`src/rtl/dpds_pkg.sv`:
```
// Package for the density peak delta search block.
// Holds the sizing constants and the sequencer types used by the top level.
// Depends on nothing.
package dpds_pkg;

	localparam int MAX_POINTS = 64;
	localparam int COORD_BITS = 16;

	localparam int COORD_IN_W = 16;
	localparam int CUT_W      = 33;
	localparam int OUT_IDX_W  = 6;
	localparam int OUT_DENS_MAX = 63;

	localparam int IDX_W  = $clog2(MAX_POINTS);
	localparam int CNT_W  = $clog2(MAX_POINTS + 1);
	localparam int DENS_W = IDX_W;
	localparam int SQ_W   = 2 * COORD_BITS;
	localparam int DIST_W = 2 * COORD_BITS + 1;
	localparam int CMP_W  = (DIST_W > CUT_W) ? DIST_W : CUT_W;
	localparam int SAT_W  = (DENS_W > OUT_IDX_W) ? DENS_W : OUT_IDX_W;

	typedef enum logic [2:0] {
		ST_IDLE,
		ST_FETCH,
		ST_WAIT,
		ST_SCAN,
		ST_DRAIN
	} state_t;

	typedef enum logic {
		PH_DENS,
		PH_DELTA
	} phase_t;

endpackage

```
`src/rtl/density_peak_delta_search_top.sv`:
```
// Top level of the density peak delta search block: point memories, sequencer,
// distance pipeline and result register. Depends on dpds_pkg.
//
// Points are loaded one per cycle while busy is low; a transfer takes place when start is
// high and busy is low. The point marked last, or the one that fills the store, starts the
// evaluation and raises busy. Evaluation makes two passes over the n loaded points, a density
// pass and a delta pass. For each point the sequencer fetches it once and then streams all n
// points out of the coordinate memory, one read a cycle, through a four-stage distance unit.
// The coordinate memory has a single read port. Results come out in index order during the
// second pass, each on the result ports for one cycle with result_valid high; the receiver
// cannot hold them off. A new data set can load as soon as busy falls.
module density_peak_delta_search_top (
	input  logic        clk,
	input  logic        arst_n,
	input  logic        start,
	output logic        busy,
	input  logic [15:0] x_coord,
	input  logic [15:0] y_coord,
	input  logic        last_point,
	input  logic        cutoff_sq_we,
	input  logic [32:0] cutoff_sq,
	output logic        result_valid,
	output logic [5:0]  point_index,
	output logic [5:0]  density,
	output logic [32:0] delta_sq,
	output logic [5:0]  neighbor_index,
	output logic        last_result
);

	dpds_pkg::state_t state_q, state_d;
	dpds_pkg::phase_t phase_q, phase_d;

	logic [dpds_pkg::CNT_W-1:0]  count_q;
	logic [dpds_pkg::CNT_W-1:0]  count_inc;
	logic [dpds_pkg::CNT_W-1:0]  n_q;
	logic [dpds_pkg::IDX_W-1:0]  i_q;
	logic [dpds_pkg::IDX_W-1:0]  j_q;
	logic [dpds_pkg::CUT_W-1:0]  cutoff_q;

	logic accept, eval_start, last_i, last_j, pipe_empty;
	logic rd_en, issue, capture, finish;
	logic [dpds_pkg::IDX_W-1:0] rd_addr;

	logic [dpds_pkg::COORD_BITS-1:0] x_mem [dpds_pkg::MAX_POINTS];
	logic [dpds_pkg::COORD_BITS-1:0] y_mem [dpds_pkg::MAX_POINTS];
	logic [dpds_pkg::DENS_W-1:0]     dens_mem [dpds_pkg::MAX_POINTS];

	logic [dpds_pkg::COORD_BITS-1:0] x_s1, y_s1, xi_q, yi_q;
	logic [dpds_pkg::DENS_W-1:0]     dens_s1, dens_s2, dens_s3, dens_s4, di_q;
	logic [dpds_pkg::IDX_W-1:0]      j_s1, j_s2, j_s3, j_s4;
	logic                            v_s1, v_s2, v_s3, v_s4;
	logic [dpds_pkg::COORD_BITS-1:0] dx_s2, dy_s2;
	logic [dpds_pkg::SQ_W-1:0]       sx_s3, sy_s3;
	logic [dpds_pkg::DIST_W-1:0]     d_s4;

	logic [dpds_pkg::DENS_W-1:0] cnt_q;
	logic                        found_q;
	logic [dpds_pkg::DIST_W-1:0] best_q, maxd_q;
	logic [dpds_pkg::IDX_W-1:0]  nb_q;

	logic                        result_valid_q;
	logic [dpds_pkg::OUT_IDX_W-1:0] point_index_q, density_q, neighbor_index_q;
	logic [dpds_pkg::CUT_W-1:0]  delta_sq_q;
	logic                        last_result_q;

	assign busy       = (state_q != dpds_pkg::ST_IDLE);
	assign accept     = start && !busy;
	assign count_inc  = count_q + dpds_pkg::CNT_W'(1);
	assign eval_start = accept &&
		(last_point || (count_inc == dpds_pkg::CNT_W'(dpds_pkg::MAX_POINTS)));
	assign last_i     = ((dpds_pkg::CNT_W'(i_q) + dpds_pkg::CNT_W'(1)) == n_q);
	assign last_j     = ((dpds_pkg::CNT_W'(j_q) + dpds_pkg::CNT_W'(1)) == n_q);
	assign pipe_empty = !(v_s1 || v_s2 || v_s3 || v_s4);

	always_ff @(posedge clk or negedge arst_n) begin
		if (!arst_n) begin
			state_q <= dpds_pkg::ST_IDLE;
			phase_q <= dpds_pkg::PH_DENS;
		end else begin
			state_q <= state_d;
			phase_q <= phase_d;
		end
	end

	always_comb begin
		state_d = state_q;
		phase_d = phase_q;
		rd_en   = 1'b0;
		rd_addr = i_q;
		issue   = 1'b0;
		capture = 1'b0;
		finish  = 1'b0;
		unique case (state_q)
			dpds_pkg::ST_IDLE: begin
				if (eval_start) begin
					state_d = dpds_pkg::ST_FETCH;
					phase_d = dpds_pkg::PH_DENS;
				end
			end
			dpds_pkg::ST_FETCH: begin
				rd_en   = 1'b1;
				rd_addr = i_q;
				state_d = dpds_pkg::ST_WAIT;
			end
			dpds_pkg::ST_WAIT: begin
				capture = 1'b1;
				state_d = dpds_pkg::ST_SCAN;
			end
			dpds_pkg::ST_SCAN: begin
				rd_en   = 1'b1;
				rd_addr = j_q;
				issue   = 1'b1;
				if (last_j) begin
					state_d = dpds_pkg::ST_DRAIN;
				end
			end
			dpds_pkg::ST_DRAIN: begin
				if (pipe_empty) begin
					finish = 1'b1;
					if (!last_i) begin
						state_d = dpds_pkg::ST_FETCH;
					end else if (phase_q == dpds_pkg::PH_DENS) begin
						phase_d = dpds_pkg::PH_DELTA;
						state_d = dpds_pkg::ST_FETCH;
					end else begin
						state_d = dpds_pkg::ST_IDLE;
					end
				end
			end
			default: begin
				state_d = dpds_pkg::ST_IDLE;
			end
		endcase
	end

	always_ff @(posedge clk or negedge arst_n) begin
		if (!arst_n) begin
			count_q        <= '0;
			n_q            <= '0;
			i_q            <= '0;
			j_q            <= '0;
			cutoff_q       <= '0;
			v_s1           <= 1'b0;
			v_s2           <= 1'b0;
			v_s3           <= 1'b0;
			v_s4           <= 1'b0;
			result_valid_q <= 1'b0;
		end else begin
			if (cutoff_sq_we) begin
				cutoff_q <= cutoff_sq;
			end
			if (accept) begin
				count_q <= eval_start ? '0 : count_inc;
			end
			if (eval_start) begin
				n_q <= count_inc;
				i_q <= '0;
			end
			if (capture) begin
				j_q <= '0;
			end else if (issue) begin
				j_q <= j_q + dpds_pkg::IDX_W'(1);
			end
			if (finish) begin
				i_q <= last_i ? '0 : i_q + dpds_pkg::IDX_W'(1);
			end
			v_s1           <= issue;
			v_s2           <= v_s1;
			v_s3           <= v_s2;
			v_s4           <= v_s3;
			result_valid_q <= finish && (phase_q == dpds_pkg::PH_DELTA);
		end
	end

	always_ff @(posedge clk) begin
		if (accept) begin
			x_mem[count_q[dpds_pkg::IDX_W-1:0]] <= dpds_pkg::COORD_BITS'(x_coord);
			y_mem[count_q[dpds_pkg::IDX_W-1:0]] <= dpds_pkg::COORD_BITS'(y_coord);
		end
		if (rd_en) begin
			x_s1 <= x_mem[rd_addr];
			y_s1 <= y_mem[rd_addr];
		end
	end

	always_ff @(posedge clk) begin
		if (finish && (phase_q == dpds_pkg::PH_DENS)) begin
			dens_mem[i_q] <= cnt_q;
		end
		if (rd_en) begin
			dens_s1 <= dens_mem[rd_addr];
		end
	end

	always_ff @(posedge clk) begin
		j_s1 <= j_q;
		if (capture) begin
			xi_q <= x_s1;
			yi_q <= y_s1;
			di_q <= dens_s1;
		end
		dx_s2   <= (x_s1 > xi_q) ? (x_s1 - xi_q) : (xi_q - x_s1);
		dy_s2   <= (y_s1 > yi_q) ? (y_s1 - yi_q) : (yi_q - y_s1);
		j_s2    <= j_s1;
		dens_s2 <= dens_s1;
		sx_s3   <= dpds_pkg::SQ_W'(dx_s2) * dpds_pkg::SQ_W'(dx_s2);
		sy_s3   <= dpds_pkg::SQ_W'(dy_s2) * dpds_pkg::SQ_W'(dy_s2);
		j_s3    <= j_s2;
		dens_s3 <= dens_s2;
		d_s4    <= dpds_pkg::DIST_W'(sx_s3) + dpds_pkg::DIST_W'(sy_s3);
		j_s4    <= j_s3;
		dens_s4 <= dens_s3;
	end

	always_ff @(posedge clk) begin
		if (capture) begin
			cnt_q   <= '0;
			found_q <= 1'b0;
			best_q  <= '0;
			nb_q    <= '0;
			maxd_q  <= '0;
		end else if (v_s4 && (j_s4 != i_q)) begin
			if (phase_q == dpds_pkg::PH_DENS) begin
				if (dpds_pkg::CMP_W'(d_s4) < dpds_pkg::CMP_W'(cutoff_q)) begin
					cnt_q <= cnt_q + dpds_pkg::DENS_W'(1);
				end
			end else begin
				if (d_s4 > maxd_q) begin
					maxd_q <= d_s4;
				end
				if ((dens_s4 > di_q) && (!found_q || (d_s4 < best_q))) begin
					found_q <= 1'b1;
					best_q  <= d_s4;
					nb_q    <= j_s4;
				end
			end
		end
	end

	always_ff @(posedge clk) begin
		if (finish && (phase_q == dpds_pkg::PH_DELTA)) begin
			point_index_q <= dpds_pkg::OUT_IDX_W'(i_q);
			density_q <= (dpds_pkg::SAT_W'(di_q) > dpds_pkg::SAT_W'(dpds_pkg::OUT_DENS_MAX)) ?
				dpds_pkg::OUT_IDX_W'(dpds_pkg::OUT_DENS_MAX) : dpds_pkg::OUT_IDX_W'(di_q);
			delta_sq_q <= found_q ? dpds_pkg::CUT_W'(best_q) : dpds_pkg::CUT_W'(maxd_q);
			neighbor_index_q <= found_q ? dpds_pkg::OUT_IDX_W'(nb_q) : '0;
			last_result_q <= last_i;
		end
	end

	assign result_valid   = result_valid_q;
	assign point_index    = point_index_q;
	assign density        = density_q;
	assign delta_sq       = delta_sq_q;
	assign neighbor_index = neighbor_index_q;
	assign last_result    = last_result_q;

	// A result only follows the completion of a point in the delta pass.
	assert property (@(posedge clk) disable iff (!arst_n)
		result_valid |-> $past((state_q == dpds_pkg::ST_DRAIN) && (phase_q == dpds_pkg::PH_DELTA)))
		else $error("result without a finished delta pass point");

	// The scan never reads past the loaded points.
	assert property (@(posedge clk) disable iff (!arst_n)
		issue |-> (dpds_pkg::CNT_W'(j_q) < n_q))
		else $error("scan read beyond the loaded points");

	// The final result coincides with the return to loading.
	assert property (@(posedge clk) disable iff (!arst_n)
		(result_valid && last_result) |-> (state_q == dpds_pkg::ST_IDLE))
		else $error("final result while still evaluating");

endmodule
```
`config.mk`:
```
export PLATFORM = sky130hd
export DESIGN_NAME = density_peak_delta_search_top
export DESIGN_NICKNAME = d
export VERILOG_FILES = /design/src/rtl/dpds_pkg.sv /design/src/rtl/density_peak_delta_search_top.sv
export SDC_FILE = /design/constraint.sdc
export NUM_CORES = 2
export LEC_CHECK = 0
export ABC_AREA = 1
export BUFFER_PORTS_ARGS = -buffer_cell sky130_fd_sc_hd__buf_2
export CORE_UTILIZATION = 57
export DETAILED_ROUTE_END_ITERATION = 12
export HOLD_SLACK_MARGIN = 0.05
export PLACE_DENSITY = 0.78
export SETUP_SLACK_MARGIN = 0.3
export SLEW_MARGIN = 20
export SYNTH_ARGS = -nofsm -noshare
export SYNTH_HDL_FRONTEND = slang
export SYNTH_SLANG_ARGS = --single-unit
```
`constraint.sdc`:
```
create_clock -name clk -period 7.1 [get_ports clk]
set_clock_uncertainty 0.05 [all_clocks]
set_input_delay 0 -clock clk [delete_from_list [all_inputs] [get_ports clk]]
set_output_delay 0 -clock clk [all_outputs]
set_load 0.01 [all_outputs]
```
---- Word level (Yosys, flattened, before mapping) ----
Memories as Yosys holds them, arrays and structs flattened. A register that Yosys moved wholly into a read port is not among the register bits.
Index checks and enable logic that the tools add are counted.
W data, S select, Z words.
word-level totals
  register bits after elaboration ......... 408
  memory bits (writable) .................. 2432
  memories ................................ 3
operators by class
  add/sub/neg operators ................... 11
  multiply operators ...................... 2
  $lt $le $gt $ge ......................... 7
  equal/unequal tests ..................... 12
  multiplexer cells ....................... 29
  bitwise gates (word level) .............. 1
  reductions and logical operators ........ 24
memory list
  memory    depth  width  read ports  clocked after Yosys merged registers in  wr ports  line                                 source
  x_mem     64     16     1           1                                        1         density_peak_delta_search_top.sv:44  logic [dpds_pkg::COORD_BITS-1:0] x_mem [dpds_pkg::MAX_POINTS];
  y_mem     64     16     1           1                                        1         density_peak_delta_search_top.sv:45  logic [dpds_pkg::COORD_BITS-1:0] y_mem [dpds_pkg::MAX_POINTS];
  dens_mem  64     6      1           1                                        1         density_peak_delta_search_top.sv:46  logic [dpds_pkg::DENS_W-1:0] dens_mem [dpds_pkg::MAX_POINTS];
operators with widths
  kind                   count
  $lt A33 B33 Y1         2
  $mul A16 B16 Y32       2
  $sub A16 B16 Y16       4
  $mux W6                6
  $add A32 B32 Y33       1
  $gt A33 B33 Y1         1
  $mux W33               1
  $gt A16 B16 Y1         2
  $mux W16               2
  $add A6 B1 Y6 const B  3
  $pmux W3 S5            1
  $add A6 B1 Y7 const B  2
  $eq A7 B7 Y1           2
  $mux W1                14
  $reduce_and A3 Y1      4
  $mux W3                3
  $ne A2 B2 Y1 const B   4
  $add A7 B1 Y7 const B  1
  $eq A7 B7 Y1 const B   1
  $mux W7                1
  $eq A3 B2 Y1 const B   2
  $gt A6 B6 Y1           1
  $gt A6 B6 Y1 const B   1
  $logic_and A1 B1 Y1    6
  12 further kinds       19

---- Longest topological paths before layout ----
  depth after elaboration ................. 8
  depth in mapped cells ................... 26
  gate-level depth less buffers ........... 24

---- Worst setup path after synthesis ----
No wires, ideal clock.
  path kind ............................... register to register
  start point ............................. register dx_s2[2] in the netlist's numbering
  end point ............................... register sx_s3[27] in the netlist's numbering
  data arrival time ....................... 5.213 ns
  slack ................................... 1.725 ns
  cell stages (with the launch flop) ...... 22
  cell sequence ........................... dfxtp_1 > clkbuf_1 > clkbuf_1 > nand2_1 > fa_1 > fa_1 > inv_1 > fa_1 > fa_1 > fa_1 > inv_1 > fa_1 > inv_1 > ha_1 > nand2_1 > nor2_1 > nand2_1 > o211ai_1 > a21o_1 > nand2_1 > nand3_1 > nand2_1
between the ends
  longest elaborated chain between the ends .. 1
ends and longest elaborated chain
  what                    line                                  source
  start, declared         density_peak_delta_search_top.sv:52   logic [dpds_pkg::COORD_BITS-1:0] dx_s2, dy_s2;
  start signal, assigned  density_peak_delta_search_top.sv:202  dx_s2 <= (x_s1 > xi_q) ? (x_s1 - xi_q) : (xi_q - x_s1);
  $mul A16 B16 Y32        density_peak_delta_search_top.sv:206  sx_s3 <= dpds_pkg::SQ_W'(dx_s2) * dpds_pkg::SQ_W'(dx_s2);
  end signal, assigned    density_peak_delta_search_top.sv:206
  end, declared           density_peak_delta_search_top.sv:53   logic [dpds_pkg::SQ_W-1:0] sx_s3, sy_s3;
No other way between the ends.
A chain may end at the register's enable or synchronous reset.

---- Final worst setup path ----
  start point ............................. register dx_s2[12] in the netlist's numbering
  end point ............................... register sx_s3[27] in the netlist's numbering
The elaborated chain is that of the path after synthesis.

==> impl_metrics.py <==
metrics = {
    "finish": {
        "num-fill-cells": 18730,
        "fin_nets": 14730,
        "syn_to_final_growth_pct": 10.07,
        "fin_cells": 17490,
        "layout-drive-gt1-share_pct": 5.627,
        "fin_util_pct": 63.16,
    },
    "clock_tree": {
        "clk_pin_slew_ns": 0.06,
        "cts-root-buf": "clkbuf_16",
        "cts_setup_buffers": 0,
        "cts_buffers": 307,
        "cts_tree": "done",
        "insertion_delay_ns": 0.98,
        "clock_path_buffers": 4,
        "cts_sinks": 2876,
        "htree_levels": 5,
    },
    "worst_setup_path": {
        "worstSetupStartpointType": "flip-flop",
        "worst_path_largest_cell_delay_ns": 0.79,
        "critPathKind": "reg -> reg",
        "rr_startpoint": "dx_s2[12]",
        "slowest_stage": "dfxtp_1",
        "crit_start": "dx_s2[12]",
        "worst_ep_required_time_ns": 7.83,
        "critPathMaxFanout": 16,
        "path_cells": "nand2_1 > fa_1 > fa_1 > inv_1 > fa_1 > fa_1 > fa_1 > inv_1 > fa_1 > inv_1 > ha_1 > nand2_1 > nor2_1 > nand2_1 > o211ai_1 > a21o_1 > nand2_1 > nand3_1 > nand2_1",
        "cp-end-kind": "flip-flop",
        "critPathArrivalTime_ns": 6.67,
        "crit_top_cell": "fa_1",
    },
    "detailed_routing": {
        "via_per_inst": 5.847,
        "antenna_left": 0,
        "vias": 102300,
        "wl_per_cell_um": 22.15,
        "drt-total-wl_um": 387300,
        "route.detailed.drc": 0,
        "drt_iter0_drc": 13240,
        "firstDrtPassIters": 9,
    },
    "sta": {
        "setup_tns_ns": 0,
        "drv_slew": 0,
        "max_freq_ghz": 0.1684,
        "max-slew-margin-rel_pct": 19.19,
        "fin_crit_ns": 5.939,
        "rsz0062_at_grt": "no",
        "hold_violations": 0,
        "worst-slew-pin-transition_ns": 1.210,
        "min_period_over_period_pct": 83.65,
        "setup_viol": 0,
    },
    "logic_synthesis": {
        "yosysMostFrequentCell": "nand2_1",
        "synth.avg_cell_area_um2": 10.25,
        "netlist_area_um2": 142800,
        "syn-num-nets": 14730,
        "synth-edff-count": 2560,
        "syn-instance-count": 13940,
        "synth_area_leaders": "edfxtp_1 54%, nand3_1 8.3%, nand2_1 7.6%",
        "synth-main-ff-cell": "edfxtp_1",
        "synth_cell_types": 49,
        "seq_area_frac_synth_pct": 58.50,
        "synth-async-reset-ratio_pct": 2.364,
        "yosys.area.top_type_share_pct": 53.83,
        "ys_warn_count": 0,
        "yosysTopAreaCell": "edfxtp_1",
        "ys_top_cells_by_count": "2,910 x nand2_1, 2,560 x edfxtp_1, 2,366 x nand3_1, 2,183 x inv_1, 790 x nand3b_1",
        "synth_seq_cells": 2876,
    },
    "grt": {
        "grt_overflow": 0,
        "grt_max_degree": 211,
        "grt_pass1_wl_um": 587400,
        "grt_pass1_vias": 99600,
        "antenna_found_initial": 16,
        "track_usage_pct": 30.49,
    },
    "floorplanning": {
        "design.core.area_um2": 248900,
        "initial_core_util_pct": 57.38,
        "die-area_um2": 252500,
        "fp.dieH_um": 502.5,
        "io_pins": 124,
        "fp.dieW_um": 502.5,
        "rows": 183,
    },
    "hold_path": {
        "min_from": "x_coord[4]",
        "hold_path.class": "in -> reg",
    },
    "flow_run": {
        "drv_cap": 0,
    },
    "status": {
        "status": "complete, no violations",
    },
    "placed_design": {
        "port_buffers": 123,
        "dp.cells": 16780,
        "gp_congestion": 0.9036,
        "dp_hpwl_um": 212800,
    },
}
-- registers in the layout, indices dropped and copies added, names as in the netlist, 31 cells and up --
name      flops
x_mem      1024
y_mem      1024
dens_mem    384
best_q       33
cutoff_q     33
d_s4         33
delta_sq     33
maxd_q       33
sx_s3        31
sy_s3        31
-- critical path: cells and delay by family (launching register included) --
| kind | cells | cell delay [ns] |
|---|---|---|
| AND/OR/NAND/NOR | 7 | 0.78 |
| adder cells (fa/ha/maj) | 7 | 3.40 |
| buffers and inverters | 3 | 0.14 |
| AO/OA/AOI/OAI | 2 | 0.63 |
| flip-flops | 1 | 0.79 |
-- worst paths after layout --
| check | to | slack (ns) | cells after the start |
|---|---|---|---|
| worst min register to register | j_s4[3] | 0.28 | 0 |
| worst max-delay path | sx_s3[27] | 1.16 | 19 |
| max in group asynchronous | j_q[3] | 6.47 | 4 |
| min in group asynchronous | cutoff_q[4] | 0.14 | 4 |
| worst max register to register | sx_s3[27] | 1.16 | 19 |
| worst min-delay path | x_mem[6][4] | 0.09 | 2 |
-- layout make-up --
type	count	area, µm²	share of cell area, %
inverter	2190	8247	5.246
clock buffer	386	8188	5.209
multi-input combinational	8097	47900	30.48
tap	3330	4167	2.651
sequential	2876	83550	53.15
timing repair buffer	463	4006	2.549
antenna	13	32.53	0.02070
clock inverter	134	1094	0.6957
-- logic make-up after synthesis --
family          synth area share (%)
simple gates                   21.65
buf+inv                        8.380
flops                          58.50
fa+ha+maj                      8.085
compound gates                 2.374
xor+xnor                      0.9936
mux                          0.01577
-- what timing repair did --
item,4_1_cts,5_1_grt
hold buffers,170,1
hold endpoints to repair,2173,16
gates resized for setup,0,0
-- routing by layer --
| layer | vias up | share of wire (%) | GRT usage, % |
|---|---|---|---|
| li1 | 46260 | - | - |
| met2 | 5923 | 46 | 48.45 |
| met3 | 1224 | 11 | 7.262 |
| met5 | - | 0.035 | 0.1332 |
| met4 | 14 | 5.0 | 14.45 |
| met1 | 48830 | 37 | 39.52 |
-- layout by cell type, fill, tap and decap left out, types with 7 or more instances in the layout --
master and count:
clkinv_2 37, a21o_1 24, nor2_4 67, dfxtp_2 7, dfxtp_1 241, nor3_1 32, edfxtp_1 2560, nand3_1 2366
fa_1 328, nand4_1 40, nor2_1 365, o21bai_1 20, clkbuf_1 66, dfrtp_1 68, a21boi_0 7, a31oi_1 7
inv_1 2180, o211ai_1 45, xor2_1 117, clkinvlp_4 10, nor4_1 8, o21a_1 9, o21ai_0 195, bufinv_16 16
buf_12 28, clkbuf_16 314, o22ai_1 9, buf_2 106, dlygate4sd3_1 170, nand2_1 2907, buf_4 158, ha_1 398
diode_2 13, nand3b_1 790, xnor2_1 45, a21oi_1 273, clkinv_1 60
-- through the flow --
stage / worst slack [ns] / area [µm²] / hold WS (ns)
after detailed placement: 1.214 / 146100 / 0.1470
after CTS: 1.156 / 157100 / 0.06352
after global placement: 1.284 / 146100 / 0.1359
after floorplan: 1.725 / 142800 / -0.3456
after global routing: 0.7454 / 157200 / 0.08637
final: 1.161 / 157200 / 0.08963
Power is left out: the tool's default activity adds up to more than one toggle a clock period on the data nets, which glitch-free logic cannot reach.
